--- src/elcs_pkg.sv ---
// shared types, constants and the escape table of the line lexer
// no dependencies
package elcs_pkg;

    // default width of the line counters
    localparam int LINE_NUMBER_BITS_DEF = 24;
    localparam int LINE_OUT_BITS        = 24;

    // configuration port
    localparam int          APB_ADDR_BITS   = 3;
    localparam int          APB_DATA_BITS   = 32;
    localparam logic        REG_FIRST_LINE  = 1'b0;
    localparam logic [23:0] FIRST_LINE_RESET = 24'd1;

    // characters
    localparam logic [7:0] CH_BACKSLASH = 8'h5C;
    localparam logic [7:0] CH_HASH      = 8'h23;
    localparam logic [7:0] CH_NL        = 8'h0A;
    localparam logic [7:0] CH_SPACE     = 8'h20;
    localparam logic [7:0] CH_TAB       = 8'h09;
    localparam logic [7:0] CH_ZERO      = 8'h30;
    localparam logic [7:0] CH_SEVEN     = 8'h37;
    localparam logic [7:0] CH_B         = 8'h62;
    localparam logic [7:0] CH_P         = 8'h70;
    localparam logic [7:0] CH_F         = 8'h66;
    localparam logic [7:0] CH_A         = 8'h61;
    localparam logic [7:0] CH_R         = 8'h72;
    localparam logic [7:0] CH_T         = 8'h74;
    localparam logic [7:0] CH_N         = 8'h6E;

    localparam logic [1:0] OCT_MAX_DIGITS = 2'd3;

    // result kinds
    typedef enum logic [1:0] {
        KIND_LINE    = 2'd0,
        KIND_COMMENT = 2'd1,
        KIND_EOL     = 2'd2,
        KIND_EOI     = 2'd3
    } t_kind;

    // parser modes
    typedef enum logic [2:0] {
        MODE_NORMAL  = 3'd0,
        MODE_CONT    = 3'd1,
        MODE_COMLEAD = 3'd2,
        MODE_COMBODY = 3'd3,
        MODE_BSL     = 3'd4,
        MODE_OCT     = 3'd5
    } t_mode;

    typedef struct packed {
        logic [7:0] text_byte;
        logic       end_of_input;
    } t_in_word;

    typedef struct packed {
        logic [1:0]  result_kind;
        logic [7:0]  byte_value;
        logic [23:0] line_number;
        logic        bad_escape;
        logic        truncated_line;
        logic        last_result;
    } t_out_word;

    // results of one item handed to the output queue
    typedef struct packed {
        logic [1:0] count;
        t_out_word  res0;
        t_out_word  res1;
    } t_push;

    // register write toward the lexer
    typedef struct packed {
        logic        wr;
        logic [23:0] value;
    } t_cfg_wr;

    typedef struct packed {
        logic       hit;
        logic [7:0] value;
    } t_esc;

    // single-letter escapes
    function automatic t_esc elcs_escape(input logic [7:0] c);
        t_esc e;
        e.hit   = 1'b1;
        e.value = c;
        case (c)
            CH_B:         e.value = 8'd8;
            CH_BACKSLASH: e.value = CH_BACKSLASH;
            CH_P:         e.value = CH_HASH;
            CH_F:         e.value = 8'd12;
            CH_A:         e.value = 8'd7;
            CH_R:         e.value = 8'd13;
            CH_T:         e.value = 8'd9;
            CH_N:         e.value = 8'd10;
            default:      e.hit = 1'b0;
        endcase
        return e;
    endfunction

endpackage

--- src/elcs_stream_if.sv ---
// valid/ready stream channel carrying one word per handshake
// payload type given by parameter
interface elcs_stream_if #(
    parameter type t_payload = logic
) ();
    logic     valid;
    logic     ready;
    t_payload payload;

    modport source (output valid, output payload, input ready);
    modport sink   (input valid, input payload, output ready);
endinterface

--- src/escaped_line_comment_splitter_top.sv ---
// a result word is offered once its byte has passed the input register and the result queue
// throughput: one byte per cycle while the queue has room; a byte that ends a short octal escape
//   can yield two words into the three-word queue, which may then hold the input back
// input taken whenever the input register is free or the queue holds <= 1 word
// reset: synchronous active low, parser back to normal, line number to 1
module escaped_line_comment_splitter_top #(
    parameter int LINE_NUMBER_BITS = elcs_pkg::LINE_NUMBER_BITS_DEF
) (
    input  logic                               i_clk,
    input  logic                               i_rst_n,
    elcs_stream_if.sink                        i_text,
    elcs_stream_if.source                      o_result,
    input  logic                               psel,
    input  logic                               penable,
    input  logic                               pwrite,
    input  logic [elcs_pkg::APB_ADDR_BITS-1:0] paddr,
    input  logic [elcs_pkg::APB_DATA_BITS-1:0] pwdata,
    output logic [elcs_pkg::APB_DATA_BITS-1:0] prdata,
    output logic                               pready
);

    elcs_pkg::t_cfg_wr   w_cfg;
    elcs_pkg::t_push     w_push;
    elcs_pkg::t_out_word w_word;
    logic                w_room;

    // configuration register
    elcs_apb_regs u_regs (
        .i_clk   (i_clk),
        .i_rst_n (i_rst_n),
        .psel    (psel),
        .penable (penable),
        .pwrite  (pwrite),
        .paddr   (paddr),
        .pwdata  (pwdata),
        .prdata  (prdata),
        .pready  (pready),
        .o_cfg   (w_cfg)
    );

    // decode and parser state
    elcs_lexer #(
        .LINE_NUMBER_BITS (LINE_NUMBER_BITS)
    ) u_lexer (
        .i_clk   (i_clk),
        .i_rst_n (i_rst_n),
        .i_valid (i_text.valid),
        .i_word  (i_text.payload),
        .o_ready (i_text.ready),
        .i_room  (w_room),
        .i_cfg   (w_cfg),
        .o_push  (w_push)
    );

    // result queue
    elcs_out_queue u_queue (
        .i_clk   (i_clk),
        .i_rst_n (i_rst_n),
        .i_push  (w_push),
        .o_room  (w_room),
        .o_valid (o_result.valid),
        .i_ready (o_result.ready),
        .o_word  (w_word)
    );

    assign o_result.payload = w_word;

endmodule

--- src/elcs_apb_regs.sv ---
// apb register block holding first_line_number
// depends on elcs_pkg
module elcs_apb_regs (
    input  logic                                i_clk,
    input  logic                                i_rst_n,
    input  logic                                psel,
    input  logic                                penable,
    input  logic                                pwrite,
    input  logic [elcs_pkg::APB_ADDR_BITS-1:0]  paddr,
    input  logic [elcs_pkg::APB_DATA_BITS-1:0]  pwdata,
    output logic [elcs_pkg::APB_DATA_BITS-1:0]  prdata,
    output logic                                pready,
    output elcs_pkg::t_cfg_wr                   o_cfg
);

    logic [23:0] r_first_line;
    logic        w_hit;
    logic        w_wr;

    // register index is the word address
    assign w_hit  = (paddr[2] == elcs_pkg::REG_FIRST_LINE);
    assign w_wr   = psel && penable && pwrite && w_hit;
    assign pready = 1'b1;

    // register write
    always_ff @(posedge i_clk) begin
        if (!i_rst_n) begin
            r_first_line <= elcs_pkg::FIRST_LINE_RESET;
        end else if (w_wr) begin
            r_first_line <= pwdata[23:0];
        end
    end

    // read data
    assign prdata = w_hit ? elcs_pkg::APB_DATA_BITS'(r_first_line) : '0;

    assign o_cfg.wr    = w_wr;
    assign o_cfg.value = pwdata[23:0];

endmodule

--- src/elcs_lexer.sv ---
// input register, escape/comment decode and parser state
// depends on elcs_pkg
module elcs_lexer #(
    parameter int LINE_NUMBER_BITS = elcs_pkg::LINE_NUMBER_BITS_DEF
) (
    input  logic                i_clk,
    input  logic                i_rst_n,
    input  logic                i_valid,
    input  elcs_pkg::t_in_word  i_word,
    output logic                o_ready,
    input  logic                i_room,
    input  elcs_pkg::t_cfg_wr   i_cfg,
    output elcs_pkg::t_push     o_push
);

    localparam int LNB = LINE_NUMBER_BITS;

    logic                  r_in_valid;
    elcs_pkg::t_in_word    r_in;
    elcs_pkg::t_mode       r_mode, n_mode;
    logic [8:0]            r_oct_val, n_oct_val;
    logic [1:0]            r_oct_digits, n_oct_digits;
    logic [LNB-1:0]        r_line_start, n_line_start;
    logic [LNB-1:0]        r_lines_consumed, n_lines_consumed;
    logic                  r_has_bytes, n_has_bytes;

    logic                  w_go;
    logic [LNB+23:0]       w_cfg_ext;
    logic [LNB+23:0]       w_rst_ext;
    logic [LNB+23:0]       w_ls_ext;
    logic [23:0]           w_line_no;
    logic [LNB-1:0]        w_adv;
    logic [LNB-1:0]        w_adv_eol;

    // line counters mapped to and from the fixed 24-bit fields
    assign w_cfg_ext = (LNB+24)'(i_cfg.value);
    assign w_rst_ext = (LNB+24)'(elcs_pkg::FIRST_LINE_RESET);
    assign w_ls_ext  = (LNB+24)'(r_line_start);
    assign w_line_no = w_ls_ext[23:0];
    assign w_adv     = r_line_start + r_lines_consumed;
    assign w_adv_eol = r_line_start + r_lines_consumed + LNB'(1);

    // input register advances when the queue has room for two words
    assign w_go    = r_in_valid && i_room;
    assign o_ready = !r_in_valid || w_go;

    always_ff @(posedge i_clk) begin
        if (!i_rst_n) begin
            r_in_valid <= 1'b0;
        end else if (o_ready) begin
            r_in_valid <= i_valid;
        end
    end

    always_ff @(posedge i_clk) begin
        if (o_ready && i_valid) begin
            r_in <= i_word;
        end
    end

    // decode of one item
    always_comb begin
        elcs_pkg::t_out_word res [2];
        elcs_pkg::t_out_word tmp;
        elcs_pkg::t_mode     mode_eff;
        elcs_pkg::t_esc      esc;
        logic [1:0]          cnt;
        logic [7:0]          c;
        logic                is_oct;
        logic                do_eol;
        logic                done;

        n_mode           = r_mode;
        n_oct_val        = r_oct_val;
        n_oct_digits     = r_oct_digits;
        n_line_start     = r_line_start;
        n_lines_consumed = r_lines_consumed;
        n_has_bytes      = r_has_bytes;

        c        = r_in.text_byte;
        is_oct   = (c >= elcs_pkg::CH_ZERO) && (c <= elcs_pkg::CH_SEVEN);
        esc      = elcs_pkg::elcs_escape(c);
        cnt      = 2'd0;
        do_eol   = 1'b0;
        done     = 1'b0;
        mode_eff = r_mode;

        tmp.result_kind    = elcs_pkg::KIND_LINE;
        tmp.byte_value     = 8'd0;
        tmp.line_number    = w_line_no;
        tmp.bad_escape     = 1'b0;
        tmp.truncated_line = 1'b0;
        tmp.last_result    = 1'b0;
        res[0] = tmp;
        res[1] = tmp;

        if (r_in.end_of_input) begin
            // end of input drops any pending escape or comment
            tmp.result_kind    = elcs_pkg::KIND_EOI;
            tmp.truncated_line = r_has_bytes;
            res[0]           = tmp;
            cnt              = 2'd1;
            n_mode           = elcs_pkg::MODE_NORMAL;
            n_oct_val        = 9'd0;
            n_oct_digits     = 2'd0;
            n_line_start     = w_adv;
            n_lines_consumed = '0;
            n_has_bytes      = 1'b0;
            done             = 1'b1;
        end else if (r_mode == elcs_pkg::MODE_OCT) begin
            if (is_oct) begin
                n_oct_val    = {r_oct_val[5:0], c[2:0]};
                n_oct_digits = r_oct_digits + 2'd1;
                if (n_oct_digits == elcs_pkg::OCT_MAX_DIGITS) begin
                    tmp.byte_value = n_oct_val[7:0];
                    res[0]       = tmp;
                    cnt          = 2'd1;
                    n_has_bytes  = 1'b1;
                    n_mode       = elcs_pkg::MODE_NORMAL;
                    n_oct_val    = 9'd0;
                    n_oct_digits = 2'd0;
                end
                done = 1'b1;
            end else begin
                // octal ended by another byte: flush it first
                tmp.byte_value = r_oct_val[7:0];
                res[0]       = tmp;
                cnt          = 2'd1;
                n_has_bytes  = 1'b1;
                n_mode       = elcs_pkg::MODE_NORMAL;
                n_oct_val    = 9'd0;
                n_oct_digits = 2'd0;
                mode_eff     = elcs_pkg::MODE_NORMAL;
            end
        end

        // main mode handling
        tmp = res[1];
        if (!done) begin
            case (mode_eff)
                elcs_pkg::MODE_CONT: begin
                    if (c == elcs_pkg::CH_NL) begin
                        n_lines_consumed = r_lines_consumed + LNB'(1);
                        n_mode           = elcs_pkg::MODE_NORMAL;
                    end
                end
                elcs_pkg::MODE_COMLEAD: begin
                    if (c == elcs_pkg::CH_NL) begin
                        do_eol = 1'b1;
                    end else if (c != elcs_pkg::CH_SPACE && c != elcs_pkg::CH_TAB) begin
                        n_mode          = elcs_pkg::MODE_COMBODY;
                        tmp.result_kind = elcs_pkg::KIND_COMMENT;
                        tmp.byte_value  = c;
                        res[cnt[0]]     = tmp;
                        cnt             = cnt + 2'd1;
                    end
                end
                elcs_pkg::MODE_COMBODY: begin
                    if (c == elcs_pkg::CH_NL) begin
                        do_eol = 1'b1;
                    end else begin
                        tmp.result_kind = elcs_pkg::KIND_COMMENT;
                        tmp.byte_value  = c;
                        res[cnt[0]]     = tmp;
                        cnt             = cnt + 2'd1;
                    end
                end
                elcs_pkg::MODE_BSL: begin
                    n_mode = elcs_pkg::MODE_NORMAL;
                    if (esc.hit) begin
                        tmp.byte_value = esc.value;
                        res[cnt[0]]    = tmp;
                        cnt            = cnt + 2'd1;
                        n_has_bytes    = 1'b1;
                    end else if (c == elcs_pkg::CH_SPACE || c == elcs_pkg::CH_TAB) begin
                        n_mode = elcs_pkg::MODE_CONT;
                    end else if (c == elcs_pkg::CH_NL) begin
                        n_lines_consumed = r_lines_consumed + LNB'(1);
                    end else if (is_oct) begin
                        n_mode       = elcs_pkg::MODE_OCT;
                        n_oct_val    = {6'd0, c[2:0]};
                        n_oct_digits = 2'd1;
                    end else begin
                        // unknown escape passes through flagged
                        tmp.byte_value = c;
                        tmp.bad_escape = 1'b1;
                        res[cnt[0]]    = tmp;
                        cnt            = cnt + 2'd1;
                        n_has_bytes    = 1'b1;
                    end
                end
                default: begin
                    n_mode = elcs_pkg::MODE_NORMAL;
                    if (c == elcs_pkg::CH_BACKSLASH) begin
                        n_mode = elcs_pkg::MODE_BSL;
                    end else if (c == elcs_pkg::CH_HASH) begin
                        n_mode = elcs_pkg::MODE_COMLEAD;
                    end else if (c == elcs_pkg::CH_NL) begin
                        do_eol = 1'b1;
                    end else begin
                        tmp.byte_value = c;
                        res[cnt[0]]    = tmp;
                        cnt            = cnt + 2'd1;
                        n_has_bytes    = 1'b1;
                    end
                end
            endcase

            // end of logical line
            if (do_eol) begin
                tmp.result_kind  = elcs_pkg::KIND_EOL;
                tmp.byte_value   = 8'd0;
                res[cnt[0]]      = tmp;
                cnt              = cnt + 2'd1;
                n_line_start     = w_adv_eol;
                n_lines_consumed = '0;
                n_has_bytes      = 1'b0;
                n_mode           = elcs_pkg::MODE_NORMAL;
            end
        end

        // mark the last word of the item
        res[0].last_result = (cnt == 2'd1);
        res[1].last_result = (cnt == 2'd2);

        o_push.count = w_go ? cnt : 2'd0;
        o_push.res0  = res[0];
        o_push.res1  = res[1];
    end

    // parser state; a register write reloads the line counters
    always_ff @(posedge i_clk) begin
        if (!i_rst_n) begin
            r_mode           <= elcs_pkg::MODE_NORMAL;
            r_oct_val        <= 9'd0;
            r_oct_digits     <= 2'd0;
            r_line_start     <= w_rst_ext[LNB-1:0];
            r_lines_consumed <= '0;
            r_has_bytes      <= 1'b0;
        end else begin
            if (w_go) begin
                r_mode           <= n_mode;
                r_oct_val        <= n_oct_val;
                r_oct_digits     <= n_oct_digits;
                r_line_start     <= n_line_start;
                r_lines_consumed <= n_lines_consumed;
                r_has_bytes      <= n_has_bytes;
            end
            if (i_cfg.wr) begin
                r_line_start     <= w_cfg_ext[LNB-1:0];
                r_lines_consumed <= '0;
            end
        end
    end

endmodule

--- src/elcs_out_queue.sv ---
// three-word result queue taking up to two words per cycle
// depends on elcs_pkg
module elcs_out_queue (
    input  logic                i_clk,
    input  logic                i_rst_n,
    input  elcs_pkg::t_push     i_push,
    output logic                o_room,
    output logic                o_valid,
    input  logic                i_ready,
    output elcs_pkg::t_out_word o_word
);

    localparam int DEPTH = 3;

    elcs_pkg::t_out_word r_mem [DEPTH];
    logic [1:0]          r_wr_ptr, r_rd_ptr, r_count;
    logic [1:0]          w_wr_ptr1;
    logic                w_pop;

    function automatic logic [1:0] ptr_inc(input logic [1:0] p);
        return (p == 2'(DEPTH - 1)) ? 2'd0 : p + 2'd1;
    endfunction

    assign w_wr_ptr1 = ptr_inc(r_wr_ptr);
    assign o_valid   = (r_count != 2'd0);
    assign o_word    = r_mem[r_rd_ptr];
    assign w_pop     = o_valid && i_ready;
    assign o_room    = (r_count <= 2'd1);

    // storage
    always_ff @(posedge i_clk) begin
        if (i_push.count != 2'd0) begin
            r_mem[r_wr_ptr] <= i_push.res0;
        end
        if (i_push.count == 2'd2) begin
            r_mem[w_wr_ptr1] <= i_push.res1;
        end
    end

    // pointers and fill count
    always_ff @(posedge i_clk) begin
        if (!i_rst_n) begin
            r_wr_ptr <= 2'd0;
            r_rd_ptr <= 2'd0;
            r_count  <= 2'd0;
        end else begin
            if (i_push.count == 2'd1) begin
                r_wr_ptr <= w_wr_ptr1;
            end else if (i_push.count == 2'd2) begin
                r_wr_ptr <= ptr_inc(w_wr_ptr1);
            end
            if (w_pop) begin
                r_rd_ptr <= ptr_inc(r_rd_ptr);
            end
            r_count <= r_count + i_push.count - {1'b0, w_pop};
        end
    end

endmodule

--- src/flat_wrapper.sv ---
// flat-port wrapper written by rule: the top's interface ports become plain ports
module escaped_line_comment_splitter_top_flat import elcs_pkg::*;
#(
    parameter int LINE_NUMBER_BITS = elcs_pkg::LINE_NUMBER_BITS_DEF
)
  (i_clk, i_rst_n, psel, penable, pwrite, paddr, pwdata, prdata, pready, i_text_valid, i_text_payload, i_text_ready, o_result_valid, o_result_payload, o_result_ready);
  elcs_stream_if #(.t_payload(t_in_word)) i_text_i ();
  elcs_stream_if #(.t_payload(t_out_word)) o_result_i ();
  input  logic i_clk;
  input  logic i_rst_n;
  input  logic psel;
  input  logic penable;
  input  logic pwrite;
  input  logic [elcs_pkg::APB_ADDR_BITS-1:0] paddr;
  input  logic [elcs_pkg::APB_DATA_BITS-1:0] pwdata;
  output logic [elcs_pkg::APB_DATA_BITS-1:0] prdata;
  output logic pready;
  input wire logic [$bits(i_text_i.valid)-1:0] i_text_valid;
  input wire logic [$bits(i_text_i.payload)-1:0] i_text_payload;
  output wire logic [$bits(i_text_i.ready)-1:0] i_text_ready;
  output wire logic [$bits(o_result_i.valid)-1:0] o_result_valid;
  output wire logic [$bits(o_result_i.payload)-1:0] o_result_payload;
  input wire logic [$bits(o_result_i.ready)-1:0] o_result_ready;
  assign i_text_i.valid = i_text_valid;
  assign i_text_i.payload = i_text_payload;
  assign i_text_ready = i_text_i.ready;
  assign o_result_valid = o_result_i.valid;
  assign o_result_payload = o_result_i.payload;
  assign o_result_i.ready = o_result_ready;
  escaped_line_comment_splitter_top #(.LINE_NUMBER_BITS(LINE_NUMBER_BITS)) u_core (.i_clk(i_clk), .i_rst_n(i_rst_n), .i_text(i_text_i), .o_result(o_result_i), .psel(psel), .penable(penable), .pwrite(pwrite), .paddr(paddr), .pwdata(pwdata), .prdata(prdata), .pready(pready));
endmodule
--- config.mk ---
export PLATFORM = sky130hd
export DESIGN_NAME = escaped_line_comment_splitter_top_flat
export DESIGN_NICKNAME = d
export VERILOG_FILES = /design/src/elcs_pkg.sv /design/src/elcs_stream_if.sv /design/src/escaped_line_comment_splitter_top.sv /design/src/elcs_apb_regs.sv /design/src/elcs_lexer.sv /design/src/elcs_out_queue.sv /design/src/flat_wrapper.sv
export SDC_FILE = /design/constraint.sdc
export NUM_CORES = 1
export LEC_CHECK = 0
export BUFFER_PORTS_ARGS = -buffer_cell sky130_fd_sc_hd__clkbuf_2
export CORE_ASPECT_RATIO = 1.25
export CORE_MARGIN = 10
export CORE_UTILIZATION = 25
export CTS_CLUSTER_SIZE = 30
export DETAILED_ROUTE_END_ITERATION = 10
export SYNTH_ARGS = -nofsm -noshare
export SYNTH_HDL_FRONTEND = slang
export SYNTH_HIERARCHICAL = 1
export SYNTH_SLANG_ARGS = --single-unit
--- constraint.sdc ---
create_clock -name i_clk -period 7.75 [get_ports i_clk]
set_input_delay 0.3875 -clock i_clk [delete_from_list [all_inputs] [get_ports i_clk]]
set_output_delay 0.3875 -clock i_clk [all_outputs]
set_load 0.05 [all_outputs]
==> After elaboration in Yosys (flattened, before gate mapping) <==
Memory sizes are Yosys's and may differ from the RTL's. A register that Yosys moved wholly into a read port is not among the register bits.
Cells that the tools add are included.
{ "word_totals": {"register_bits": 103, "latch_bits": 0, "mem_bits_rw": 111, "romBits": 0, "inputBits": 51, "out_inout_bits": 72, "elab_cells": 223, "mem_count": 1} }
{ "mem_list": {"columns": ["name", "depth", "word_bits", "rd", "rd_clocked_by_memory_dff", "wr", "line_no", "rtl"], "rows": [
  ["u_core.u_queue.r_mem", 3, 37, 1, 1, 2, "elcs_out_queue.sv:15", "elcs_pkg::t_out_word r_mem [DEPTH];"]
]} }
{ "classes": {"n_addsub": 11, "mul": 0, "div": 0, "order_cmp": 7, "n_eq_ne": 27, "shifts": 0, "n_mux": 138, "bitwise_logic": 4, "n_reduce_logical": 22} }
{ "op_table": {"columns": ["op", "count"], "rows": [
  ["2-to-1 mux 74 bit", 13],
  ["bitwise mux 74 bit", 5],
  ["one-hot mux 74 bit (4 select lines)", 1],
  ["2-to-1 mux 24 bit", 12],
  ["2-to-1 mux 37 bit", 5],
  ["2-to-1 mux 9 bit", 10],
  ["demux 37 bit (select 1 bit)", 2],
  ["2-to-1 mux 2 bit", 34],
  ["== test 8 x 7 -> 1 bit (second input constant)", 8],
  ["one-hot mux 8 bit (8 select lines)", 1],
  ["2-to-1 mux 3 bit", 17],
  ["adder 24 x 1 -> 24 bit (second input constant)", 2],
  ["one-hot mux 24 bit (2 select lines)", 1],
  ["2-to-1 mux 35 bit", 1],
  ["2-to-1 mux 1 bit", 32],
  ["adder 24 bit", 1],
  ["== test 8 x 4 -> 1 bit (second input constant)", 2],
  ["== test 8 x 6 -> 1 bit (second input constant)", 2],
  ["adder 2 x 1 -> 2 bit (second input constant)", 6],
  ["== test 2 bit (second input constant)", 6],
  ["one-hot mux 3 bit (4 select lines)", 1],
  ["logical AND 1 bit", 10],
  ["greater-or-equal comparator 8 x 6 -> 1 bit (second input constant)", 1],
  ["<= comparator 8 x 6 -> 1 bit (second input constant)", 1],
  ["other kinds (21)", 35]
]} }

==> Depth between registers and ports, before layout <==
{ "depth": {"depth_word": 21, "depth_mapped": 21, "mapped_depth_nobuf": 18} }

==> Cells and area by module <==
Netlist, hierarchy kept.
{ "by_module_without_submodules": {"columns": ["module", "n_inst", "cells_each", "area_per_inst_um2", "seq_area_each_um2"], "rows": [
  ["elcs_lexer", 1, 1055, 7322.0, 1531.5],
  ["elcs_out_queue", 1, 411, 6028.3, 3493.4],
  ["elcs_apb_regs", 1, 167, 1417.6, 480.5]
]} }

==> Worst setup path after synthesis <==
Ideal clock, no wire load.
{ "synth_path": {"path_kind": "reg2reg", "from": "reg u_core/u_lexer/r_in[8] (netlist bit)", "to": "mem u_core/u_queue/r_mem[1][0] (netlist bit) (enable)", "setup_time_ns": 0.488, "t_arrival_ns": 6.238, "t_required_ns": 7.262, "setup_slack_ns": 1.024, "path_stages_with_launch": 19, "path_buffers": 2, "period_less_slack_ns": 6.726, "cell_sequence": "edfxtp_1 > nor3_1 > and3_1 > clkbuf_1 > nand2b_1 > a21o_1 > clkbuf_1 > ha_1 > nand2_1 > o211ai_1 > a21oi_1 > a21oi_1 > o21a_1 > ha_1 > nand2_1 > a21oi_1 > inv_1 > ha_1 > a211oi_1"} }
{ "synth_rtl": {"columns": ["element", "line_no", "rtl"], "rows": [
  ["from (decl)", "elcs_lexer.sv:19", "elcs_pkg::t_in_word r_in;"],
  ["from (signal assigned)", "elcs_lexer.sv:57", "r_in <= i_word;"],
  ["to (decl)", "elcs_out_queue.sv:15", null]
]} }

==> impl_results.md <==
* Vias in the first global route at 11.6k
* Asr flop ratio synth at 0%
* Starting Density at 25.3%
* Vias at between 10k and 15k
* Max-slew violations at 0
* Final wirelength at approximately 43,000 um
* Met2 Use GR at about a fifth
* Max-cap violations at 0
* Final min period at 6.07 ns
* Lkg Pwr at around 6.0 nW
* Yosys top cell area share at 24.4%
* Worst slew pin tran at approximately 1.2 ns
* Final Net Count at roughly 1.7k
* TritonCTS Sinks at between 200 and 250
* Setup bufs post-CTS at 0
* Post-synth EDFFs at 120
* Multi-input logic area at between 0.008 and 0.009 sq mm
* CP max stage cell: a211oi_4
* H-tree Lvls at 1
* Critical path data required time at between 7 and 8 ns
* Slew headroom at a little under a quarter
* Critical-path cell list: nor4_1, and3_1, inv_1, ha_1, nand2_1, o211ai_1, a21oi_1, a21oi_1, o21a_1, ha_1, nand2_1, a21oi_1, inv_1, ha_1, a211oi_4, buf_4
* Worst vdd ir at between 0.0001 and 0.00015 V
* Num CTS Buffers at 26
* Port bufs at 103
* Fin Clk Skew at approximately 0.0079 ns
* CORE AREA at just under 0.06 sq mm
* Crit Path Category: register to register
* Initial antenna violation count at 1
* Post-route ant nets at 0
* Worst Path Max Fanout at 24
* Synth cell types at 94
* Largest net degree at the start of global routing at 75
* Die Width at around 240 um
* Syn. warnings at 6
* Layout cells sized above 1 at between 10% and 20%
* Met3 Use GR at under 10%
* Arrival @ worst endpoint at between 6 and 7 ns
* Remaining Overflow, GRT at 0
* Final weighted congestion in routability-driven placement at just over 0.9
* Routed WL per cell at roughly 18 um
* HP Class: primary input to register
* Clock root buffer: clkbuf_16
* Worst setup EP type: register
* Mapped Area at about 0.015 sq mm
* Initial DRC count at 743
* Busiest grt layer: met2
* Top FF cell, synth: edfxtp_1
* Post-route DRC at 0
* DRT Pass-1 Iters at 7
* Synth cell count leaders: nand2_1, edfxtp_1, o21ai_0, clkbuf_1, dfxtp_1
* Die area at between 0.06 and 0.07 sq mm
* Largest incremental delay on the critical path at approximately 0.81 ns
* Largest area contributor in the netlist: edfxtp_1
* Most numerous cell in the Yosys netlist: nand2_1
* Post-Syn Instances at 1,633
* Synthesized area per cell at roughly 9 sq um
* Ports at around 120
* Post-CTS Hold Fix Bufs at 0
* Pwr per Cell Area at between 150 and 200 mW/mm^2
* Post_cts resized at 0
* Vias/cell at slightly above 5
* First-pass GRT wire length at ~67,000 um
* Final Util at ~28%
* GRT Util Overall at 12.0%
* Fin crit share at 78.3%
* Layout Area Growth over Synthesis at 10.5%
* GR Util met1 at between 10% and 20%
* Reg area at about 0.0055 sq mm
* CTS Buffer Depth at 3
* Detailed placement HPWL at ~32,000 um
* RSZ-0062 raised after global routing: no
* Number of filler instances in the final layout at 6,214
* #FFs+latches synth at between 200 and 250
* Post-route setup TNS at 0 ns
* Fmax at 165 MHz
* Die Y at 292 um
* Startpoint types: register
* Worst-path clk slew at approximately 0.06 ns
* Status: complete, no violations
* Largest cells by area after synthesis: edfxtp_1, dfxtp_1, mux2_2
* Final hold violations at 0
* Setup violators final at 0
* ANT cells at 0
* TritonCTS clock tree: yes
* Worst-Skew Late Latency at between 0.5 and 0.6 ns
* Sequential-to-total area share from yosys stat at between 30% and 40%
* # rows at 99
==> worst max-delay path: cells and delay by family (launching register included) <==
family / cells / cell delay, ns
adders and majority gates: 3 / 1.04
DFF: 1 / 0.62
AOI/OAI and AO/OA: 6 / 1.75
and+or+nand+nor: 4 / 1.23
buffers and inverters: 3 / 1.04
==> registers in the layout (all words and copies together), names as in the netlist, named ones only <==
signal,flops
u_core/u_queue/r_mem,111
u_core/u_lexer/r_oct_val,8
u_core/u_lexer/r_in_valid,1
u_core/u_queue/r_wr_ptr,2
u_core/u_lexer/r_mode,3
u_core/u_queue/r_count,2
u_core/u_lexer/r_lines_consumed,24
u_core/u_lexer/r_in,9
u_core/u_queue/r_rd_ptr,2
u_core/u_lexer/r_has_bytes,1
u_core/u_regs/r_first_line,24
u_core/u_lexer/r_line_start,24
u_core/u_lexer/r_oct_digits,2
==> cell type report <==
type,instances,area share (%)
clock buffer,34,4.36
clock inverter,14,1.11
inverter,29,0.667
multi-input combinational,1213,50.2
sequential,215,33.8
tap,757,5.80
timing repair buffer,123,4.08
==> path summary, 6_finish.rpt <==
check	from	to	slack, ns	cells after the start
min	i_text_payload[5]	u_core/u_lexer/r_in[5]	0.03	1
max	u_core/u_lexer/r_in[3]	u_core/u_queue/r_mem[1][29]	1.68	16
min reg2reg	u_core/u_regs/r_first_line[14]	u_core/u_regs/r_first_line[14]	0.45	2
max reg2reg	u_core/u_lexer/r_in[3]	u_core/u_queue/r_mem[1][29]	1.68	16
==> report_power, final <==
group | internal [W] | switching [W] | total (W)
clock | 0.000781 | 0.000485 | 0.00127
sequential | 0.00126 | 0.0000425 | 0.00130
combinational | 0.000118 | 0.000274 | 0.000391
==> stage by stage <==
| step | hold WS [ns] | instance area (sq um) | std cells | setup WS (ns) | power (W) |
|---|---|---|---|---|---|
| 3_3_place_gp | 0.439 | 15400 | 2337 | 1.83 | 0.00172 |
| 6_report | 0.0298 | 16300 | 2385 | 1.68 | 0.00296 |
| 3_5_place_dp | 0.442 | 15400 | 2337 | 1.80 | 0.00172 |
| 5_1_grt | 0.0128 | 16300 | 2385 | 1.32 | 0.00308 |
| 2_1_floorplan | 0.430 | 14800 | 1640 | 1.02 | 0.00162 |
| 4_1_cts | 0.00166 | 16300 | 2385 | 1.75 | 0.00300 |
==> cells in the final DEF, fill, tap and decap left out, drive strengths merged, types with 29 or more instances in the layout <==
cell,n
nand2,219
clkbuf,136
o21ai,125
edfxtp,120
mux2,111
dfxtp,95
nor2,88
a21oi,87
mux2i,76
nand3,45
nor2b,42
ha,34
nor3,31
inv,29
==> cells by family after synthesis <==
| kind of cell | count (synthesis) | synth area share [%] |
|---|---|---|
| and+or+nand+nor | 546 | 18.0 |
| buffers and inverters | 212 | 7.64 |
| AOI/OAI and AO/OA | 397 | 17.5 |
| DFF | 215 | 37.3 |
| xor gates and xnor gates | 38 | 2.30 |
| other | 3 | 0.0762 |
| muxes | 187 | 14.1 |
| adders and majority gates | 35 | 3.02 |
==> layer usage <==
metal	part of all wire, %	wire length [um]
met1	43	18800
met2	48	20800
met3	5.7	2480
met4	2.7	1160
met5	0	0
Note: power is estimated with default switching activity, not from simulation.
